[src/http_response_body_framer_unit_macros.svh]
// Assertion macros for the body framer.
`ifndef HTTP_RESPONSE_BODY_FRAMER_UNIT_MACROS_SVH
`define HTTP_RESPONSE_BODY_FRAMER_UNIT_MACROS_SVH

// Same-cycle implication, sampled on clk, off while rst_n is low.
`define HTTPBF_ASSERT_IMPL(name, ante, cons) \
    name: assert property (@(posedge clk) disable iff (!rst_n) (ante) |-> (cons)) \
        else $error("body framer check failed");

// Next-cycle implication, sampled on clk, off while rst_n is low.
`define HTTPBF_ASSERT_NEXT(name, ante, cons) \
    name: assert property (@(posedge clk) disable iff (!rst_n) (ante) |=> (cons)) \
        else $error("body framer check failed");

`endif

[src/httpbf_pkg.sv]
package httpbf_pkg;

    typedef enum logic [1:0] {
        KIND_HEADER = 2'd0,
        KIND_BODY   = 2'd1,
        KIND_DONE   = 2'd2,
        KIND_ERROR  = 2'd3
    } kind_t;

    typedef struct packed {
        kind_t       result_kind;
        logic [7:0]  body_byte;
        logic        last_body;
        logic [31:0] bytes_passed;
    } result_t;

    localparam logic [3:0] KEY_LEN    = 4'd14;
    localparam logic [1:0] SKIP_COUNT = 2'd2;
    localparam logic [7:0] CHAR_NL    = 8'h0A;
    localparam logic [7:0] CHAR_0     = 8'h30;
    localparam logic [7:0] CHAR_9     = 8'h39;

    // Characters of "Content-Length"
    function automatic logic [7:0] key_char(input logic [3:0] idx);
        logic [7:0] c;
        begin
            case (idx)
                4'd0:    c = 8'h43;  // C
                4'd1:    c = 8'h6F;  // o
                4'd2:    c = 8'h6E;  // n
                4'd3:    c = 8'h74;  // t
                4'd4:    c = 8'h65;  // e
                4'd5:    c = 8'h6E;  // n
                4'd6:    c = 8'h74;  // t
                4'd7:    c = 8'h2D;  // -
                4'd8:    c = 8'h4C;  // L
                4'd9:    c = 8'h65;  // e
                4'd10:   c = 8'h6E;  // n
                4'd11:   c = 8'h67;  // g
                4'd12:   c = 8'h74;  // t
                4'd13:   c = 8'h68;  // h
                default: c = 8'h00;
            endcase
            return c;
        end
    endfunction

endpackage

[src/httpbf_core.sv]
module httpbf_core #(
    parameter int LENGTH_BITS = 32
) (
    input  logic                clk,
    input  logic                rst_n,
    input  logic                fire,
    input  logic [7:0]          data_byte,
    output httpbf_pkg::result_t result
);
    import httpbf_pkg::*;

    typedef enum logic [3:0] {
        PH_HEADER = 4'b0001,
        PH_BODY   = 4'b0010,
        PH_DONE   = 4'b0100,
        PH_ERROR  = 4'b1000
    } phase_t;

    phase_t                 phase_reg, phase_next;
    logic [3:0]             match_pos_reg, match_pos_next;
    logic [1:0]             skip_left_reg, skip_left_next;
    logic                   in_digits_reg, in_digits_next;
    logic [1:0]             line_len_reg, line_len_next;
    logic [LENGTH_BITS-1:0] content_length_reg, content_length_next;
    logic [LENGTH_BITS-1:0] body_count_reg, body_count_next;

    logic [LENGTH_BITS+3:0]  acc_wide;
    logic [LENGTH_BITS+31:0] count_ext;
    logic [3:0]              key_pos;
    logic [3:0]              key_pos_next;

    // Length times ten plus the digit, with four guard bits for saturation
    assign acc_wide = ({4'b0, content_length_reg} << 3) + ({4'b0, content_length_reg} << 1)
                    + {{LENGTH_BITS{1'b0}}, data_byte[3:0]};
    assign count_ext = {32'b0, body_count_next};

    always_comb
    begin
        phase_next          = phase_reg;
        match_pos_next      = match_pos_reg;
        skip_left_next      = skip_left_reg;
        in_digits_next      = in_digits_reg;
        line_len_next       = line_len_reg;
        content_length_next = content_length_reg;
        body_count_next     = body_count_reg;
        key_pos             = '0;
        key_pos_next        = '0;
        result              = '0;
        result.result_kind  = KIND_HEADER;

        case (phase_reg)
            PH_HEADER:
            begin
                if (data_byte == CHAR_NL)
                begin
                    skip_left_next = '0;
                    in_digits_next = 1'b0;
                    match_pos_next = '0;
                end
                else if (skip_left_reg != 2'd0)
                begin
                    skip_left_next = skip_left_reg - 2'd1;
                    if (skip_left_reg == 2'd1)
                    begin
                        in_digits_next = 1'b1;
                    end
                end
                else if (in_digits_reg)
                begin
                    if (data_byte inside {[CHAR_0:CHAR_9]})
                    begin
                        if (acc_wide[LENGTH_BITS+3:LENGTH_BITS] != 4'd0)
                        begin
                            content_length_next = '1;
                        end
                        else
                        begin
                            content_length_next = acc_wide[LENGTH_BITS-1:0];
                        end
                    end
                    else
                    begin
                        in_digits_next = 1'b0;
                    end
                end
                else if (content_length_reg == '0)
                begin
                    key_pos = (match_pos_reg < KEY_LEN) ? match_pos_reg : 4'd0;
                    if (data_byte == key_char(key_pos))
                    begin
                        key_pos_next = key_pos + 4'd1;
                    end
                    else
                    begin
                        // restart, counting this byte if it opens the key
                        key_pos_next = (data_byte == key_char(4'd0)) ? 4'd1 : 4'd0;
                    end
                    if (key_pos_next >= KEY_LEN)
                    begin
                        match_pos_next = '0;
                        skip_left_next = SKIP_COUNT;
                    end
                    else
                    begin
                        match_pos_next = key_pos_next;
                    end
                end

                // a one-byte line ends the header
                if (data_byte == CHAR_NL)
                begin
                    if (line_len_reg == 2'd1)
                    begin
                        phase_next = (content_length_reg == '0) ? PH_ERROR : PH_BODY;
                    end
                    line_len_next = '0;
                end
                else if (line_len_reg != 2'd3)
                begin
                    line_len_next = line_len_reg + 2'd1;
                end

                result.result_kind = (phase_next == PH_ERROR) ? KIND_ERROR : KIND_HEADER;
            end
            PH_BODY:
            begin
                body_count_next     = body_count_reg + {{(LENGTH_BITS-1){1'b0}}, 1'b1};
                result.result_kind  = KIND_BODY;
                result.body_byte    = data_byte;
                result.bytes_passed = count_ext[31:0];
                if (body_count_next >= content_length_reg)
                begin
                    result.last_body = 1'b1;
                    phase_next       = PH_DONE;
                end
            end
            PH_DONE:
            begin
                result.result_kind  = KIND_DONE;
                result.bytes_passed = count_ext[31:0];
            end
            default:
            begin
                result.result_kind = KIND_ERROR;
            end
        endcase
    end

    always_ff @(posedge clk or negedge rst_n)
    begin
        if (!rst_n)
        begin
            phase_reg          <= PH_HEADER;
            match_pos_reg      <= '0;
            skip_left_reg      <= '0;
            in_digits_reg      <= 1'b0;
            line_len_reg       <= '0;
            content_length_reg <= '0;
            body_count_reg     <= '0;
        end
        else if (fire)
        begin
            phase_reg          <= phase_next;
            match_pos_reg      <= match_pos_next;
            skip_left_reg      <= skip_left_next;
            in_digits_reg      <= in_digits_next;
            line_len_reg       <= line_len_next;
            content_length_reg <= content_length_next;
            body_count_reg     <= body_count_next;
        end
    end

endmodule

[src/httpbf_skid.sv]
module httpbf_skid #(
    parameter int WIDTH = 8
) (
    input  logic             clk,
    input  logic             rst_n,
    input  logic             in_valid,
    output logic             in_ready,
    input  logic [WIDTH-1:0] in_data,
    output logic             out_valid,
    input  logic             out_ready,
    output logic [WIDTH-1:0] out_data
);
    logic             out_valid_reg;
    logic [WIDTH-1:0] out_data_reg;
    logic             skid_valid_reg;
    logic [WIDTH-1:0] skid_data_reg;
    logic             out_free;
    logic             in_fire;

    assign in_ready  = !skid_valid_reg;
    assign in_fire   = in_valid && in_ready;
    assign out_free  = !out_valid_reg || out_ready;
    assign out_valid = out_valid_reg;
    assign out_data  = out_data_reg;

    always_ff @(posedge clk or negedge rst_n)
    begin
        if (!rst_n)
        begin
            out_valid_reg  <= 1'b0;
            skid_valid_reg <= 1'b0;
        end
        else if (out_free)
        begin
            out_valid_reg  <= skid_valid_reg || in_fire;
            skid_valid_reg <= 1'b0;
        end
        else if (in_fire)
        begin
            skid_valid_reg <= 1'b1;
        end
    end

    always_ff @(posedge clk)
    begin
        if (out_free)
        begin
            out_data_reg <= skid_valid_reg ? skid_data_reg : in_data;
        end
        else if (in_fire)
        begin
            // hold the item while the output stalls
            skid_data_reg <= in_data;
        end
    end

endmodule

[src/http_response_body_framer_unit.sv]
// Channel   Dir  tdata (low bit up)                 tuser          tlast
// s_axis    in   data_byte[7:0]                     -              -
// m_axis    out  body_byte[7:0], bytes_passed[39:8] result_kind    last_body
//
// One result item per input item; an item can enter every cycle while s_axis_tready is high.
// When the output is free, m_axis_tvalid rises in the cycle after the input accept.
// An output register plus one skid entry hold up to two items; an item is still
// accepted in a cycle of m_axis stall, and tready falls only while both entries hold items.
// rst_n clears the header parser, the length and the body count asynchronously.
`include "http_response_body_framer_unit_macros.svh"

module http_response_body_framer_unit #(
    parameter int LENGTH_BITS = 32
) (
    input  logic        clk,
    input  logic        rst_n,
    input  logic        s_axis_tvalid,
    output logic        s_axis_tready,
    input  logic [7:0]  s_axis_tdata,   // data_byte
    output logic        m_axis_tvalid,
    input  logic        m_axis_tready,
    output logic [39:0] m_axis_tdata,   // body_byte[7:0], bytes_passed[39:8]
    output logic [1:0]  m_axis_tuser,   // result_kind
    output logic        m_axis_tlast    // last_body
);
    import httpbf_pkg::*;

    localparam int RES_W = $bits(result_t);

    logic             in_fire;
    result_t          step_result;
    result_t          out_result;
    logic [RES_W-1:0] out_bits;

    assign in_fire = s_axis_tvalid && s_axis_tready;

    httpbf_core #(
        .LENGTH_BITS(LENGTH_BITS)
    ) u_core (
        .clk      (clk),
        .rst_n    (rst_n),
        .fire     (in_fire),
        .data_byte(s_axis_tdata),
        .result   (step_result)
    );

    httpbf_skid #(
        .WIDTH(RES_W)
    ) u_skid (
        .clk      (clk),
        .rst_n    (rst_n),
        .in_valid (s_axis_tvalid),
        .in_ready (s_axis_tready),
        .in_data  (step_result),
        .out_valid(m_axis_tvalid),
        .out_ready(m_axis_tready),
        .out_data (out_bits)
    );

    assign out_result   = result_t'(out_bits);
    assign m_axis_tdata = {out_result.bytes_passed, out_result.body_byte};
    assign m_axis_tuser = out_result.result_kind;
    assign m_axis_tlast = out_result.last_body;

    `HTTPBF_ASSERT_IMPL(a_stall_only_when_full, !s_axis_tready, m_axis_tvalid)
    `HTTPBF_ASSERT_NEXT(a_accept_reaches_out, in_fire, m_axis_tvalid)
    `HTTPBF_ASSERT_IMPL(a_last_is_body, m_axis_tvalid && m_axis_tlast, m_axis_tuser == KIND_BODY)

endmodule

[config.mk]
export PLATFORM = sky130hd
export DESIGN_NAME = http_response_body_framer_unit
export DESIGN_NICKNAME = d
export VERILOG_FILES = /design/src/httpbf_pkg.sv /design/src/httpbf_core.sv /design/src/httpbf_skid.sv /design/src/http_response_body_framer_unit.sv
export VERILOG_INCLUDE_DIRS = /design/src /design/src/src
export SDC_FILE = /design/constraint.sdc
export NUM_CORES = 1
export LEC_CHECK = 0
export BUFFER_PORTS_ARGS = -buffer_cell sky130_fd_sc_hd__buf_2
export CORE_ASPECT_RATIO = 0.8
export CORE_MARGIN = 10
export CORE_UTILIZATION = 63
export CTS_BUF_LIST = sky130_fd_sc_hd__clkbuf_4 sky130_fd_sc_hd__clkbuf_8 sky130_fd_sc_hd__clkbuf_16
export DETAILED_ROUTE_END_ITERATION = 6
export PLACE_DENSITY_LB_ADDON = 0.25
export SYNTH_ARGS = -nofsm -noshare
export SYNTH_HDL_FRONTEND = slang
export SYNTH_SLANG_ARGS = --single-unit
[constraint.sdc]
create_clock -name clk -period 4.8 [get_ports clk]
set_clock_uncertainty 0.05 [all_clocks]
set_input_delay 0.24 -clock clk [delete_from_list [all_inputs] [get_ports clk]]
set_output_delay 0.24 -clock clk [all_outputs]
set_load 0.02 [all_outputs]
# Word level (Yosys, flattened, before mapping)
# Memory sizes are Yosys's and may differ from the RTL's.
# Cells that the tools add are included.
# op_classes
addsub	6
mux	46
n_bitwise	3
n_reduce_logical	23
n_lt_le_gt_ge	5
eq_ne	15
# ops
operator	n
32-bit 2-to-1 mux	3
4-bit 2-to-1 mux	17
43-bit 2-to-1 mux	1
8-bit 2-to-1 mux	5
35-bit by 33-bit adder with 36-bit output	1
36-bit by 4-bit adder with 36-bit output	1
32-bit by 1-bit adder with 32-bit output (second input constant)	1
32-bit >= comparator	1
32-bit zero test	1
2-bit 2-to-1 mux	8
5-bit AND reduction	2
2-bit nonzero test	5
1-bit 2-to-1 mux	9
9-bit 2-to-1 mux	1
3-bit AND reduction	3
8-bit by 4-bit == test with 1-bit output (second input constant)	1
8-bit by 7-bit == test with 1-bit output (second input constant)	1
8-bit == test	1
8-bit by 6-bit >= comparator with 1-bit output (second input constant)	1
8-bit by 6-bit <= comparator with 1-bit output (second input constant)	1
4-bit one-hot mux with 2 select lines	1
2-bit != test (second input constant)	3
3-bit != test (second input constant)	2
2-bit one-hot mux with 3 select lines	1
other kinds (20)	27
# totals
regBits	165
elab_cells	110
memories	1
mem_bits_ro	112
# mem_list
name	depth	width	read_ports	rd_clocked_by_memory_dff	wr	line	text
(no name shown)	16	7	1	0	0	httpbf_pkg.sv:27	case (idx)

# Longest topological paths before layout
# Gate-level depths: netlist of the first run.
# An unclocked memory read counts as a cell.
# depth
ltp_word	21
mapped_depth	17
depth_no_buf	17

# Cells and area by module
# From an unflattened synthesis of the first run, not the netlist that was laid out.
# unflattened
hier_cells	1073
area_unflattened_um2	11157.0
# modules_own_cells
module	area_per_inst_um2	cells_per_inst	instances
httpbf_core	7780.0	930	1
httpbf_skid	3370.7	142	1
http_response_body_framer_unit	6.3	1	1

# Worst setup path after synthesis of the first run
# OpenSTA, ideal clock, no wires.
# synth_timing
path_type	flip-flop to flip-flop
start	reg u_skid.out_valid_reg, in the netlist u_skid.out_valid
end	reg u_skid.skid_data_reg[0] (enable)
path_buffers	0
setup_time_ns	0.444
arrival_ns	3.448
period_less_slack_ns	3.941
path_stages_with_launch	3
path_slack_ns	0.859
cell_sequence	dfrtp_1 nand2b_1 nor2_1
# synth_via
elab_chain_len	4
# synth_rtl
item	line	text
from (decl)	httpbf_skid.sv:13	logic out_valid_reg;
from (signal assigned)	httpbf_skid.sv:35	out_valid_reg <= skid_valid_reg || in_fire;
1-bit zero test	httpbf_skid.sv:22	assign out_free = !out_valid_reg || out_ready;
1-bit logical OR	httpbf_skid.sv:22	
1-bit inverter (no line)	n/a	
2-bit AND reduction (no line)	n/a	
to (signal assigned)	httpbf_skid.sv:53	skid_data_reg <= in_data;
to (decl)	httpbf_skid.sv:16	logic [WIDTH-1:0] skid_data_reg;
# Every way passes these cells.
# A chain may end at the register's enable or synchronous reset.

# Final worst setup path of the first run
# layout_timing
start	reg u_core.body_count_reg[0]
end	reg u_core.phase_reg[1]
# layout_via
elab_chain_len	4
# layout_rtl
item	line	text
from (decl)	httpbf_core.sv:25	logic [LENGTH_BITS-1:0] body_count_reg, body_count_next;
from (signal assigned)	httpbf_core.sv:169	body_count_reg <= body_count_next;
32-bit by 1-bit adder with 32-bit output	httpbf_core.sv:127	body_count_next = body_count_reg + {{(LENGTH_BITS-1){1'b0}}, 1'b1};
32-bit >= comparator	httpbf_core.sv:131	if (body_count_next >= content_length_reg)
2-bit by 1-bit != test with 1-bit output (no line)	n/a	
3-bit AND reduction (no line)	n/a	
to (signal assigned)	httpbf_core.sv:163	phase_reg <= phase_next;
to (decl)	httpbf_core.sv:19	phase_t phase_reg, phase_next;
# Every way passes these cells.

==> results of run 1 <==
==> layout make-up <==
class / count / share of cell area
multi-input combinational: 873 / 0.5002
sequential: 165 / 0.3790
clock inverter: 15 / 0.01518
tap: 225 / 0.02339
inverter: 51 / 0.01590
timing repair buffer: 66 / 0.03098
clock buffer: 17 / 0.03534
==> tightest hold or removal path, delay by kind of cell <==
family	cells	cell delay, ns
AND/OR/NAND/NOR	2	0.13
buffers and inverters	1	0.14
==> metrics by stage <==
step / hold slack, ns / instances / area [um2] / util
4_1_cts: 0.04640 / 1412 / 12030 / 0.6967
3_5_place_dp: 0.2305 / 1379 / 11410 / 0.6609
6_report: 0.06309 / 1412 / 12040 / 0.6970
3_3_place_gp: 0.2216 / 1379 / 11410 / 0.6609
2_1_floorplan: -0.1056 / 1154 / 11020 / -
5_1_grt: 0.06900 / 1412 / 12040 / 0.6970
==> power by group through the flow <==
stage	logic (mW)	registers, mW	clock network [mW]
floorplan	0.0589	1.64	0
global placement	0.182	1.59	0
detailed placement	0.187	1.59	0
CTS	0.189	1.57	1.41
global route	0.201	1.57	1.47
finish	0.185	1.56	1.40
==> final timing paths <==
check,startpoint,to,slack (ns),cells past startpoint
max,u_core.body_count_reg[0]$_DFFE_PN0P_,u_core.phase_reg[1]$_DFFE_PN0P_,0.49,15
min,s_axis_tvalid,u_skid.out_valid$_DFFE_PN0N_,0.06,3
max reg2reg,u_core.body_count_reg[0]$_DFFE_PN0P_,u_core.phase_reg[1]$_DFFE_PN0P_,0.49,15
min reg2reg,u_core.skip_left_reg[1]$_DFFE_PN0P_,u_core.skip_left_reg[1]$_DFFE_PN0P_,0.46,1
max in group asynchronous,rst_n,u_skid.skid_valid_reg$_DFFE_PN0P_,3.46,3
min in group asynchronous,rst_n,u_core.content_length_reg[20]$_DFFE_PN0P_,0.29,2
==> metal layers <==
| metal | GRT usage | share of wire | vias to the layer above |
|---|---|---|---|
| met3 | 0.04448 | 0.069 | 39 |
| met5 | 0 | 0 | - |
| met2 | 0.3246 | 0.44 | 312 |
| li1 | - | - | 4130 |
| met4 | 0.06130 | 0.018 | 0 |
| met1 | 0.3045 | 0.47 | 4069 |
==> cell usage in the layout (no fill, tap or decap), drive strengths merged, types with 24 or more instances in the layout <==
cell and count:
dfrtp 78, o21ai 26, o31ai 37, nand3 30
buf 65, a21oi 80, xor2 57, a21o 24
nor2 136, xnor2 66, ha 102, inv 58
nand2 123, edfxtp 86
==> timing repair <==
action	in CTS	in global routing
setup endpoints to repair	0	2
gates resized for setup	0	1
setup buffers	0	0
hold endpoints to repair	40	0
hold buffers	1	0
==> cells by family after synthesis <==
group	Yosys count
flip-flops	165
multiplexers	21
AND/OR/NAND/NOR	404
AO/OA/AOI/OAI	219
buffers and inverters	116
XOR/XNOR	123
adder cells (fa/ha/maj)	106
==> impl_table.tex, run 1 <==
\begin{tabular}{lr}
\hline
Metric & Value \\
\hline
\multicolumn{2}{l}{\textbf{Status}} \\
\quad Run status & finished, final reports clean \\
\multicolumn{2}{l}{\textbf{Critical path}} \\
\quad Worst setup path category & reg2reg \\
\quad Sum of buffers and inverters on the critical path & 0 \\
\quad Top cell family by delay on the critical path & simple AND/OR/NAND/NOR gates \\
\quad Slowest CP cell & dfrtp\_1 \\
\quad Crit-path most repeated cell & ha\_1 \\
\quad Data arrival, critical path & roughly 4.6 ns \\
\quad Required time of the critical path & just over 5 ns \\
\quad Maximum net fanout on the critical path & 7 \\
\quad Kind of end point of the critical path & flop \\
\quad Critical Path Source Type & flop \\
\quad Worst path cell trace & ha\_1 > nand3\_1 > nor3\_4 > nand4\_2 > nor3\_2 > nand3\_2 > or3\_1 > xnor2\_1 > ha\_1 > nand4\_1 > nor3\_1 > o211ai\_1 > o31ai\_2 > nand2\_1 > o2bb2ai\_1 \\
\quad Biggest cell delay along the critical path & $\sim$0.46 ns \\
\multicolumn{2}{l}{\textbf{STA}} \\
\quad Setup repair after global routing missed its margin & no \\
\quad Post-layout minimum cycle time & 4.309 ns \\
\quad Slew at the pin closest to its max-slew limit & between 1 and 1.5 ns \\
\quad Number of max-slew violations in the final report & 0 \\
\quad Final hold vios & 0 \\
\quad Setup Total Neg Slack & 0 ns \\
\quad Final-report setup violation count & 0 \\
\quad Highest achievable clock rate & about 230 MHz \\
\quad Crit share post-route & 0.8977 \\
\quad Final setup margin & 0.4908 ns \\
\quad Worst relative slew slack & 0.2771 \\
\multicolumn{2}{l}{\textbf{GRT}} \\
\quad Vias in the first global route & between 8000 and 9000 \\
\quad Aggregate global-route resource usage & 0.2148 \\
\quad Pin count of the biggest net entering global routing & between 60 and 70 \\
\quad Global-route wire length before repair & 41.83 mm \\
\quad Total global routing overflow & 0 \\
\quad Number of antenna violations at the first check in global routing & 0 \\
\multicolumn{2}{l}{\textbf{Power}} \\
\quad Tot Pwr & roughly 3.2 mW \\
\quad Fraction of power consumed by sequential logic & 0.496 \\
\quad Switching part of the total & 0.2547 \\
\quad Net switching power figure & approximately 0.8 mW \\
\quad Leakage component of the power & approximately 5.3 nW \\
\quad Share of total power in the clock network & 0.445 \\
\quad Combinational group share of total power & 0.059 \\
\quad Internal Power & roughly 2.3 mW \\
\quad Power density relative to cell area & 261.8 mW/mm2 \\
\quad Largest vdd supply drop & $\sim$0.00023 V \\
\multicolumn{2}{l}{\textbf{Floorplanning}} \\
\quad Core Area & $\sim$0.017 mm2 \\
\quad Die area & around 0.023 mm2 \\
\quad Die H & $\sim$140 um \\
\quad Total I/O pin count & 57 \\
\quad Chip Width & around 170 um \\
\quad Initial standard-cell utilization of the core & 0.6380 \\
\quad \# rows & 43 \\
\multicolumn{2}{l}{\textbf{Worst hold path}} \\
\quad Class of the tightest hold or removal check & in2reg \\
\multicolumn{2}{l}{\textbf{Clock tree}} \\
\quad Library cell used as clock root buffer & clkbuf\_16 \\
\quad Clock Latency Late Sink & 0.43 ns \\
\quad Clock Pin Slew Worst Setup and Hold Paths & roughly 0.070 ns \\
\quad Clock sink count & approximately 170 \\
\quad Clock tree from TritonCTS & done \\
\quad Clock tree buffer depth & 2 \\
\quad CTS H-tree depth & 4 \\
\quad Clock buffer count from CTS & 17 \\
\multicolumn{2}{l}{\textbf{Route}} \\
\quad Routed WL & between 20 and 30 mm \\
\quad Residual DRC count & 0 \\
\quad DR vias & 8550 \\
\quad Count of nets left with antenna violations after detail routing & 0 \\
\quad Via-per-instance ratio & roughly 6.1 \\
\quad Detail-routed net length per standard cell & $\sim$18 um \\
\quad Pre-Repair DR Iteration Count & 5 \\
\quad Iteration-0 DRC Markers & between 700 and 800 \\
\multicolumn{2}{l}{\textbf{Yosys}} \\
\quad Post-Synth Adder-Cell Area & 0.1214 \\
\quad Cell count after synthesis & approximately 1200 \\
\quad Syn. warnings & 0 \\
\quad Compound-Gate Fraction of Synth Area & 0.1305 \\
\quad Main combinational cell family by area after synthesis & simple AND/OR/NAND/NOR gates \\
\quad Mux cell area share after synthesis & 0.02135 \\
\quad Part of the Yosys area used for sequential elements & 0.4139 \\
\quad Post-Synthesis Net Count & 1270 \\
\quad Area share of the largest cell type after synthesis & 0.2344 \\
\quad FF+latch count, synth & between 150 and 200 \\
\quad Most instantiated cells after synthesis & nor2\_1, nand2\_1, ha\_1, edfxtp\_1, a21oi\_1 \\
\quad Number of flops mapped to enable cells by yosys & 86 \\
\quad Most numerous cell in the Yosys netlist & nor2\_1 \\
\quad Post-Synth Simple-Gate Area & 0.1729 \\
\quad Post-synth cell types & 75 \\
\quad Primary flip-flop cell chosen by synthesis mapping & edfxtp\_1 \\
\quad Top area cells in the synthesized netlist & edfxtp\_1, dfrtp\_1, ha\_1 \\
\quad Cell area after synthesis & between 0.01 and 0.015 mm2 \\
\quad Mapped Avg Cell Area & 9.549 um2 \\
\quad Share of flip-flops with an asynchronous set or reset & 0.4788 \\
\quad Area leader, netlist & edfxtp\_1 \\
\quad Post-Synth XOR/XNOR Area & 0.09776 \\
\multicolumn{2}{l}{\textbf{Layout}} \\
\quad Synth-to-layout area growth & 9.231\% \\
\quad Final nets & approximately 1300 \\
\quad Ratio of cells with drive above 1 in the final layout & 0.1129 \\
\quad Register area & between 0.004 and 0.005 mm2 \\
\quad Antenna fix cells & 0 \\
\quad Total area of multi-input combinational cells & between 0.006 and 0.007 mm2 \\
\quad Final-layout fill cell count & 1277 \\
\multicolumn{2}{l}{\textbf{Placement}} \\
\quad Half-perimeter wire length after placement & 18.56 mm \\
\quad Setup WS pre-CTS & $\sim$0.36 ns \\
\quad Port Buffer Count & 56 \\
\quad Global placement routability congestion & between 0.9 and 1 \\
\multicolumn{2}{l}{\textbf{Run}} \\
\quad Maxcap violations & 0 \\
\hline
\end{tabular}
Note: power is estimated with default switching activity, not from simulation.
==> inputs of run 2 (changes only) <==
--- a/config.mk
+++ b/config.mk
@@ -7,9 +7,11 @@
 export NUM_CORES = 1
 export LEC_CHECK = 0
 export BUFFER_PORTS_ARGS = -buffer_cell sky130_fd_sc_hd__buf_2
+export CELL_PAD_IN_SITES_DETAIL_PLACEMENT = 0
+export CELL_PAD_IN_SITES_GLOBAL_PLACEMENT = 1
 export CORE_ASPECT_RATIO = 0.8
 export CORE_MARGIN = 10
-export CORE_UTILIZATION = 63
+export CORE_UTILIZATION = 49
 export CTS_BUF_LIST = sky130_fd_sc_hd__clkbuf_4 sky130_fd_sc_hd__clkbuf_8 sky130_fd_sc_hd__clkbuf_16
 export DETAILED_ROUTE_END_ITERATION = 6
 export PLACE_DENSITY_LB_ADDON = 0.25
==> impl_table.tex, run 2 (synthesis gave the netlist of run 1 again) <==
\begin{tabular}{lr}
\hline
Metric & Value \\
\hline
\multicolumn{2}{l}{\textbf{Critical path}} \\
\quad Required time of the critical path & 5.07 ns (about the same) \\
\quad Biggest cell delay along the critical path & 0.45 ns (about the same) \\
\quad Worst setup path category & reg2reg \\
\quad Slowest CP cell & dfrtp\_1 \\
\quad Sum of buffers and inverters on the critical path & 1 (+1) \\
\quad Crit Reg-Reg Startpoint & u\_core.body\_count\_reg[0]\$\_DFFE\_PN0P\_ \\
\quad Reg-to-reg critical path endpoint & u\_core.phase\_reg[1]\$\_DFFE\_PN0P\_ \\
\quad Critical Path Source Type & flop \\
\quad Top cell family by delay on the critical path & simple AND/OR/NAND/NOR gates \\
\quad Data arrival, critical path & 4.50 ns (-0.07 ns) \\
\quad Internal reg-to-reg setup slack & 0.57 ns (+0.08 ns) \\
\quad Maximum net fanout on the critical path & 7 (unchanged) \\
\quad Worst path cell trace & ha\_1 > nand3\_1 > nor3\_4 > nand4\_2 > nor3\_2 > nand3\_2 > or3\_1 > xnor2\_1 > ha\_1 > nand4\_1 > nor3\_1 > o211ai\_1 > o31ai\_1 > buf\_4 > nand2\_1 > o2bb2ai\_1 \\
\quad Cells on worst reg2reg path & 16 (+1) \\
\quad Kind of end point of the critical path & flop \\
\quad Crit-path most repeated cell & ha\_1 \\
\multicolumn{2}{l}{\textbf{Route}} \\
\quad Iteration-0 DRC Markers & 568 (-23\%) \\
\quad Pre-Repair DR Iteration Count & 5 (unchanged) \\
\quad Detail-routed net length per standard cell & 17.41 um (-3.7\%) \\
\quad Count of nets left with antenna violations after detail routing & 0 (unchanged) \\
\quad Routed WL & 25.91 mm (+1.5\%) \\
\quad Via-per-instance ratio & 5.592 (-7.6\%) \\
\quad Residual DRC count & 0 (unchanged) \\
\quad DR vias & 8321 (-2.7\%) \\
\multicolumn{2}{l}{\textbf{Clock tree}} \\
\quad CTS H-tree depth & 4 (unchanged) \\
\quad Clock tree from TritonCTS & done \\
\quad Library cell used as clock root buffer & clkbuf\_16 \\
\quad Clock buffer count from CTS & 17 (unchanged) \\
\quad Clock Latency Late Sink & 0.44 ns (about the same) \\
\quad Clock Pin Slew Worst Setup and Hold Paths & 0.07 ns (about the same) \\
\quad Clock sink count & 165 (unchanged) \\
\quad Clock tree buffer depth & 2 (unchanged) \\
\multicolumn{2}{l}{\textbf{GRT}} \\
\quad Vias in the first global route & 8147 (-1.3\%) \\
\quad Pin count of the biggest net entering global routing & 69 (unchanged) \\
\quad Total global routing overflow & 0 (unchanged) \\
\quad Aggregate global-route resource usage & 0.1811 (-0.03370) \\
\quad Global-route wire length before repair & 42.77 mm (+2.3\%) \\
\quad Number of antenna violations at the first check in global routing & 0 (unchanged) \\
\multicolumn{2}{l}{\textbf{Status}} \\
\quad Run status & finished, final reports clean \\
\multicolumn{2}{l}{\textbf{STA}} \\
\quad Final hold vios & 0 (unchanged) \\
\quad Worst relative slew slack & 0.2394 (-0.03766) \\
\quad Slew at the pin closest to its max-slew limit & 1.141 ns (+0.05976 ns) \\
\quad Highest achievable clock rate & 236.2 MHz (+1.8\%) \\
\quad Post-layout minimum cycle time & 4.234 ns (-0.07524 ns) \\
\quad Setup Total Neg Slack & 0 ns (unchanged) \\
\quad Crit share post-route & 0.8821 (-0.01568) \\
\quad Number of max-slew violations in the final report & 0 (unchanged) \\
\quad Setup repair after global routing missed its margin & no \\
\quad Final-report setup violation count & 0 (unchanged) \\
\quad Final worst hold slack & 0.1012 ns (+0.03815 ns) \\
\multicolumn{2}{l}{\textbf{Placement}} \\
\quad Global placement routability congestion & 0.8594 (-7.1\%) \\
\quad Half-perimeter wire length after placement & 19.04 mm (+2.5\%) \\
\quad Port Buffer Count & 56 (unchanged) \\
\multicolumn{2}{l}{\textbf{Layout}} \\
\quad Final nets & 1291 (+0.078\%) \\
\quad Most frequent cells in the layout & nor2\_1, nand2\_1, ha\_1 \\
\quad Commonest non-fill, non-tap cell in the layout & nor2\_1 \\
\quad Synth-to-layout area growth & 9.958\% \\
\quad Antenna fix cells & 0 (unchanged) \\
\quad Final-layout fill cell count & 1971 (+54\%) \\
\quad Ratio of cells with drive above 1 in the final layout & 0.1128 (about the same) \\
\multicolumn{2}{l}{\textbf{Power}} \\
\quad Power density relative to cell area & 261.1 mW/mm2 (-0.28\%) \\
\quad Largest vdd supply drop & 0.0002326 V (+1.5\%) \\
\quad Combinational group share of total power & 0.059 (about the same) \\
\quad Fraction of power consumed by sequential logic & 0.495 (about the same) \\
\quad Switching part of the total & 0.2574 (+0.002615) \\
\quad Leakage component of the power & 5.304 nW (+0.16\%) \\
\quad Share of total power in the clock network & 0.447 (+0.002) \\
\quad Tot Pwr & 3.164 mW (+0.39\%) \\
\quad Internal Power & 2.350 mW (about the same) \\
\quad Net switching power figure & 0.8142 mW (+1.4\%) \\
\multicolumn{2}{l}{\textbf{Floorplanning}} \\
\quad Core Area & 0.02186 mm2 (+27\%) \\
\quad \# rows & 48 (+12\%) \\
\quad Chip Width & 187.7 um (+12\%) \\
\quad Initial standard-cell utilization of the core & 0.5041 (-0.1340) \\
\quad Die area & 0.02892 mm2 (+25\%) \\
\quad Total I/O pin count & 57 (unchanged) \\
\quad Die H & 154.1 um (+11\%) \\
\multicolumn{2}{l}{\textbf{Worst hold path}} \\
\quad Class of the tightest hold or removal check & in2reg \\
\quad Min-Delay Startpoint & s\_axis\_tvalid \\
\quad Hold Crit Depth & 3 (unchanged) \\
\quad End point of the most critical hold path & u\_skid.out\_valid\$\_DFFE\_PN0N\_ \\
\multicolumn{2}{l}{\textbf{Run}} \\
\quad Maxcap violations & 0 (unchanged) \\
\hline
\end{tabular}
[run 2: cell types whose count changed in the layout (fill, tap and decap cells not counted), moves of 2 or more]
cell        previous run  this run
clkinvlp_4             4         1
inv_6                  2         4
buf_4                  9        11
clkinv_4               0         2
[run 2: cell type report]
| cell class | count | area, um2 | area share |
|---|---|---|---|
| clock buffers | 17 | 425.4 | 0.03511 |
| clock inverters | 15 | 178.9 | 0.01477 |
| inverters | 51 | 191.4 | 0.01580 |
| multi-input cells | 873 | 6016 | 0.4965 |
| flip-flops and latches | 165 | 4562 | 0.3765 |
| well taps | 300 | 375.4 | 0.03098 |
| repair buffers | 67 | 367.9 | 0.03036 |
[run 2: metrics by stage]
stage	std cells	area, um2	worst slack (ns)	util
final	1488	12120	0.5661	0.5543
after global routing	1488	12120	0.1315	0.5543
after CTS	1488	12120	0.5294	0.5543
after detailed placement	1455	11500	0.5389	0.5262
after global placement	1455	11500	0.6779	0.5262
after floorplan	1154	11020	0.8588	-
[run 2: what timing repair did]
item / 4_1_cts / 5_1_grt
endpoints found under the hold margin: 50 / 0
hold buffers: 1 / 0
setup endpoints to repair: 0 / 0
gates resized for setup: 0 / 0
buffers inserted: 0 / 0
[run 2: metal layers]
metal | vias to the layer above | wire length (um) | part of all wire | GRT usage
li1 | 4127 | - | - | -
met1 | 3998 | 12700 | 0.49 | 0.2486
met2 | 165 | 11770 | 0.45 | 0.2833
met3 | 31 | 1061 | 0.041 | 0.03639
met4 | 0 | 389 | 0.015 | 0.05171
met5 | - | 0 | 0 | 0
[run 2: power by group through the flow]
stage / logic, mW / registers, mW / clock network (mW)
global placement: 0.190 / 1.59 / 0
finish: 0.186 / 1.56 / 1.41
CTS: 0.192 / 1.57 / 1.44
global route: 0.205 / 1.57 / 1.50
floorplan: 0.0589 / 1.64 / 0
detailed placement: 0.191 / 1.59 / 0
[run 2: worst reg2reg max path, stage by stage, from the launching register on]
cell and delay (ns):
dfrtp_1 0.45, ha_1 0.28, nand3_1 0.21, nor3_4 0.34, nand4_2 0.26, nor3_2 0.31, nand3_2 0.19, or3_1 0.42
xnor2_1 0.15, ha_1 0.30, nand4_1 0.10, nor3_1 0.34, o211ai_1 0.13, o31ai_1 0.20, buf_4 0.17, nand2_1 0.07
o2bb2ai_1 0.13
[run 2: worst max-delay path by stage]
stage	start	end	cells after the start	slack [ns]
3_5_place_dp	u_core.body_count_reg[0]$_DFFE_PN0P_	u_core.phase_reg[0]$_DFFE_PN1P_	16	0.54
5_1_grt	u_core.body_count_reg[0]$_DFFE_PN0P_	u_core.phase_reg[1]$_DFFE_PN0P_	16	0.13
3_3_place_gp	u_core.body_count_reg[0]$_DFFE_PN0P_	u_skid.out_data[32]$_DFFE_PN_	17	0.68
6_report	u_core.body_count_reg[0]$_DFFE_PN0P_	u_core.phase_reg[1]$_DFFE_PN0P_	16	0.57
4_1_cts	u_core.body_count_reg[0]$_DFFE_PN0P_	u_core.phase_reg[1]$_DFFE_PN0P_	16	0.53
2_1_floorplan	u_skid.out_valid$_DFFE_PN0N_	u_skid.skid_data_reg[0]$_DFFE_PP_	2	0.86
==> inputs of run 3 (changes only) <==
--- a/config.mk
+++ b/config.mk
@@ -11,9 +11,10 @@
 export CELL_PAD_IN_SITES_GLOBAL_PLACEMENT = 1
 export CORE_ASPECT_RATIO = 0.8
 export CORE_MARGIN = 10
-export CORE_UTILIZATION = 49
+export CORE_UTILIZATION = 44
 export CTS_BUF_LIST = sky130_fd_sc_hd__clkbuf_4 sky130_fd_sc_hd__clkbuf_8 sky130_fd_sc_hd__clkbuf_16
 export DETAILED_ROUTE_END_ITERATION = 6
+export GPL_TIMING_DRIVEN = 0
 export PLACE_DENSITY_LB_ADDON = 0.25
 export SYNTH_ARGS = -nofsm -noshare
 export SYNTH_HDL_FRONTEND = slang
==> constraint.sdc (replaced) <==
create_clock -name clk -period 3.85 [get_ports clk]
set_clock_uncertainty 0.05 [all_clocks]
set_input_delay 0.1925 -clock clk [delete_from_list [all_inputs] [get_ports clk]]
set_output_delay 0.1925 -clock clk [all_outputs]
set_load 0.02 [all_outputs]
==> impl_table.tex, run 3 (synthesis gave the netlist of run 1 again) <==
\begin{tabular}{lr}
\hline
Metric & Value \\
\hline
\multicolumn{2}{l}{\textbf{Status}} \\
\quad Run status & finished, final reports clean \\
\multicolumn{2}{l}{\textbf{Critical path}} \\
\quad Reg-to-reg critical path endpoint & u\_core.content\_length\_reg[3]\$\_DFFE\_PN0P\_ \\
\quad Maximum net fanout on the critical path & 5 (-2) \\
\quad Worst setup path category & reg2reg \\
\quad Kind of end point of the critical path & flop \\
\quad Beginning of the critical path & u\_core.content\_length\_reg[0]\$\_DFFE\_PN0P\_ \\
\quad Internal reg-to-reg setup slack & 0.07 ns (-0.50 ns) \\
\quad Data arrival, critical path & 4.05 ns (-0.45 ns) \\
\quad Required time of the critical path & 4.12 ns (-0.95 ns) \\
\quad Critical Path Source Type & flop \\
\quad Last element of the critical path & u\_core.content\_length\_reg[3]\$\_DFFE\_PN0P\_ \\
\quad Crit Reg-Reg Startpoint & u\_core.content\_length\_reg[0]\$\_DFFE\_PN0P\_ \\
\quad Cells on worst reg2reg path & 13 (-3) \\
\multicolumn{2}{l}{\textbf{STA}} \\
\quad Highest achievable clock rate & 264.6 MHz (+12\%) \\
\quad Crit share post-route & 0.9818 (+0.09969) \\
\quad Final setup margin & 0.07023 ns (-0.4958 ns) \\
\quad Final hold vios & 0 (unchanged) \\
\quad Number of max-slew violations in the final report & 0 (unchanged) \\
\quad Setup repair after global routing missed its margin & yes \\
\quad Worst relative slew slack & 0.2062 (-0.03321) \\
\quad Post-layout minimum cycle time & 3.780 ns (-0.4542 ns) \\
\quad Slew at the pin closest to its max-slew limit & 1.191 ns (+0.04982 ns) \\
\quad Final-report setup violation count & 0 (unchanged) \\
\multicolumn{2}{l}{\textbf{Layout}} \\
\quad Post-Layout Cell Count & 1578 (+6.0\%) \\
\quad Final nets & 1363 (+5.6\%) \\
\quad Synth-to-layout area growth & 15.99\% \\
\quad Commonest non-fill, non-tap cell in the layout & nor2\_1 \\
\quad Final design utilization & 0.5216 (-0.03266) \\
\quad Ratio of cells with drive above 1 in the final layout & 0.1571 (+0.04435) \\
\quad Layout Cell Area excl Fill & 0.01278 mm2 (+5.5\%) \\
\quad Most frequent cells in the layout & nor2\_1, nand2\_1, ha\_1 \\
\quad Antenna fix cells & 0 (unchanged) \\
\multicolumn{2}{l}{\textbf{Clock tree}} \\
\quad Clock buffer count from CTS & 17 (unchanged) \\
\quad Clock tree buffer depth & 2 (unchanged) \\
\quad Library cell used as clock root buffer & clkbuf\_16 \\
\quad Clock tree from TritonCTS & done \\
\quad Clock Pin Slew Worst Setup and Hold Paths & 0.07 ns (about the same) \\
\quad CTS H-tree depth & 4 (unchanged) \\
\quad Clock Latency Late Sink & 0.45 ns (about the same) \\
\quad Clock sink count & 165 (unchanged) \\
\multicolumn{2}{l}{\textbf{Route}} \\
\quad Via-per-instance ratio & 5.501 (-1.6\%) \\
\quad Count of nets left with antenna violations after detail routing & 0 (unchanged) \\
\quad DR vias & 8680 (+4.3\%) \\
\quad Routed WL & 28.55 mm (+10\%) \\
\quad Residual DRC count & 0 (unchanged) \\
\quad Pre-Repair DR Iteration Count & 5 (unchanged) \\
\quad Iteration-0 DRC Markers & 640 (+13\%) \\
\quad Detail-routed net length per standard cell & 18.09 um (+3.9\%) \\
\multicolumn{2}{l}{\textbf{GRT}} \\
\quad Global-route wire length before repair & 46.41 mm (+8.5\%) \\
\quad Number of antenna violations at the first check in global routing & 0 (unchanged) \\
\quad Aggregate global-route resource usage & 0.1818 (+0.0007552) \\
\quad Total global routing overflow & 0 (unchanged) \\
\quad Vias in the first global route & 8454 (+3.8\%) \\
\quad Pin count of the biggest net entering global routing & 58 (-16\%) \\
\multicolumn{2}{l}{\textbf{Floorplanning}} \\
\quad Total I/O pin count & 57 (unchanged) \\
\quad Die area & 0.03181 mm2 (+10\%) \\
\quad Die H & 161.5 um (+4.8\%) \\
\quad Chip Width & 196.9 um (+4.9\%) \\
\quad Core Area & 0.02450 mm2 (+12\%) \\
\quad Initial standard-cell utilization of the core & 0.4497 (-0.05436) \\
\quad \# rows & 51 (+6.3\%) \\
\multicolumn{2}{l}{\textbf{Power}} \\
\quad Largest vdd supply drop & 0.0002399 V (+3.1\%) \\
\quad Power density relative to cell area & 302.8 mW/mm2 (+16\%) \\
\quad Leakage component of the power & 5.573 nW (+5.1\%) \\
\multicolumn{2}{l}{\textbf{Placement}} \\
\quad Port Buffer Count & 56 (unchanged) \\
\quad Placed cell count & 1530 (+5.2\%) \\
\quad Setup WS pre-CTS & -0.9272 ns (-1.466 ns) \\
\quad Half-perimeter wire length after placement & 20.98 mm (+10\%) \\
\quad Global placement routability congestion & 0.8481 (-1.3\%) \\
\quad Total cell area at the placement stage & 0.01176 mm2 (+2.2\%) \\
\multicolumn{2}{l}{\textbf{Run}} \\
\quad Maxcap violations & 0 (unchanged) \\
\multicolumn{2}{l}{\textbf{Worst hold path}} \\
\quad Class of the tightest hold or removal check & in2reg \\
\hline
\end{tabular}
-- run 3: worst min path at each step --
stage | depth (start not counted) | startpoint | slack [ns] | endpoint
floorplan | 0 | rst_n | -0.15 | u_core.body_count_reg[0]$_DFFE_PN0P_
global placement | 3 | s_axis_tvalid | 0.41 | u_skid.out_valid$_DFFE_PN0N_
detailed placement | 1 | rst_n | 0.09 | u_core.content_length_reg[15]$_DFFE_PN0P_
CTS | 2 | s_axis_tdata[7] | 0.08 | u_skid.skid_data_reg[40]$_DFFE_PP_
global route | 2 | s_axis_tdata[5] | 0.1 | u_skid.skid_data_reg[38]$_DFFE_PP_
finish | 2 | s_axis_tdata[5] | 0.1 | u_skid.skid_data_reg[38]$_DFFE_PP_
-- run 3: what timing repair did --
item	4_1_cts	5_1_grt
cloned	0	1
setup buffers	10	12
resized for setup	22	39
hold buffers	2	0
setup endpoints to repair	35	36
pin swaps	8	22
hold endpoints to repair	26	0
-- run 3: metrics by stage --
stage | hold WS [ns] | power (mW) | TNS, ns
after floorplan | -0.1531 | 2.120 | 0
after global placement | 0.4088 | 2.225 | -37.91
after detailed placement | 0.09304 | 2.235 | -7.412
after CTS | 0.08021 | 3.892 | 0
after global routing | 0.09633 | 3.993 | -3.171
final | 0.09785 | 3.870 | 0
-- run 3: worst max-delay path, cell delays in order, from the launching register on --
cell and delay (ns):
dfrtp_2 0.44, fa_2 0.59, ha_4 0.21, a211o_1 0.34, a2111oi_4 0.45, nor4_2 0.11
o21ai_2 0.28, a21boi_2 0.12, a221o_1 0.33, mux2i_1 0.18, and3_1 0.19, buf_6 0.15
clkbuf_16 0.16, a21oi_2 0.05
-- run 3: final cells by class --
class                           instances  area, um2
Fill cell                            2262      11720
Multi-Input combinational cell        873       6262
Sequential cell                       165       4568
Timing Repair Buffer                   83      540.5
Clock buffer                           17      425.4
Tap cell                              318      397.9
Buffer                                 56      269.0
Inverter                               51      191.4
Clock inverter                         15      126.4
-- run 3: routing by layer --
layer	global-route usage	part of all wire	wire [um]
met5	0	0	0
met4	0.04013	0.013	362
met3	0.04112	0.049	1394
met2	0.2656	0.43	12260
met1	0.2659	0.51	14540
-- run 3: power breakdown --
group	switching, mW	total (mW)	internal [mW]
logic	0.177	0.246	0.0691
clock network	0.782	1.67	0.893
registers	0.0158	1.95	1.93
total	0.974	3.87	2.90
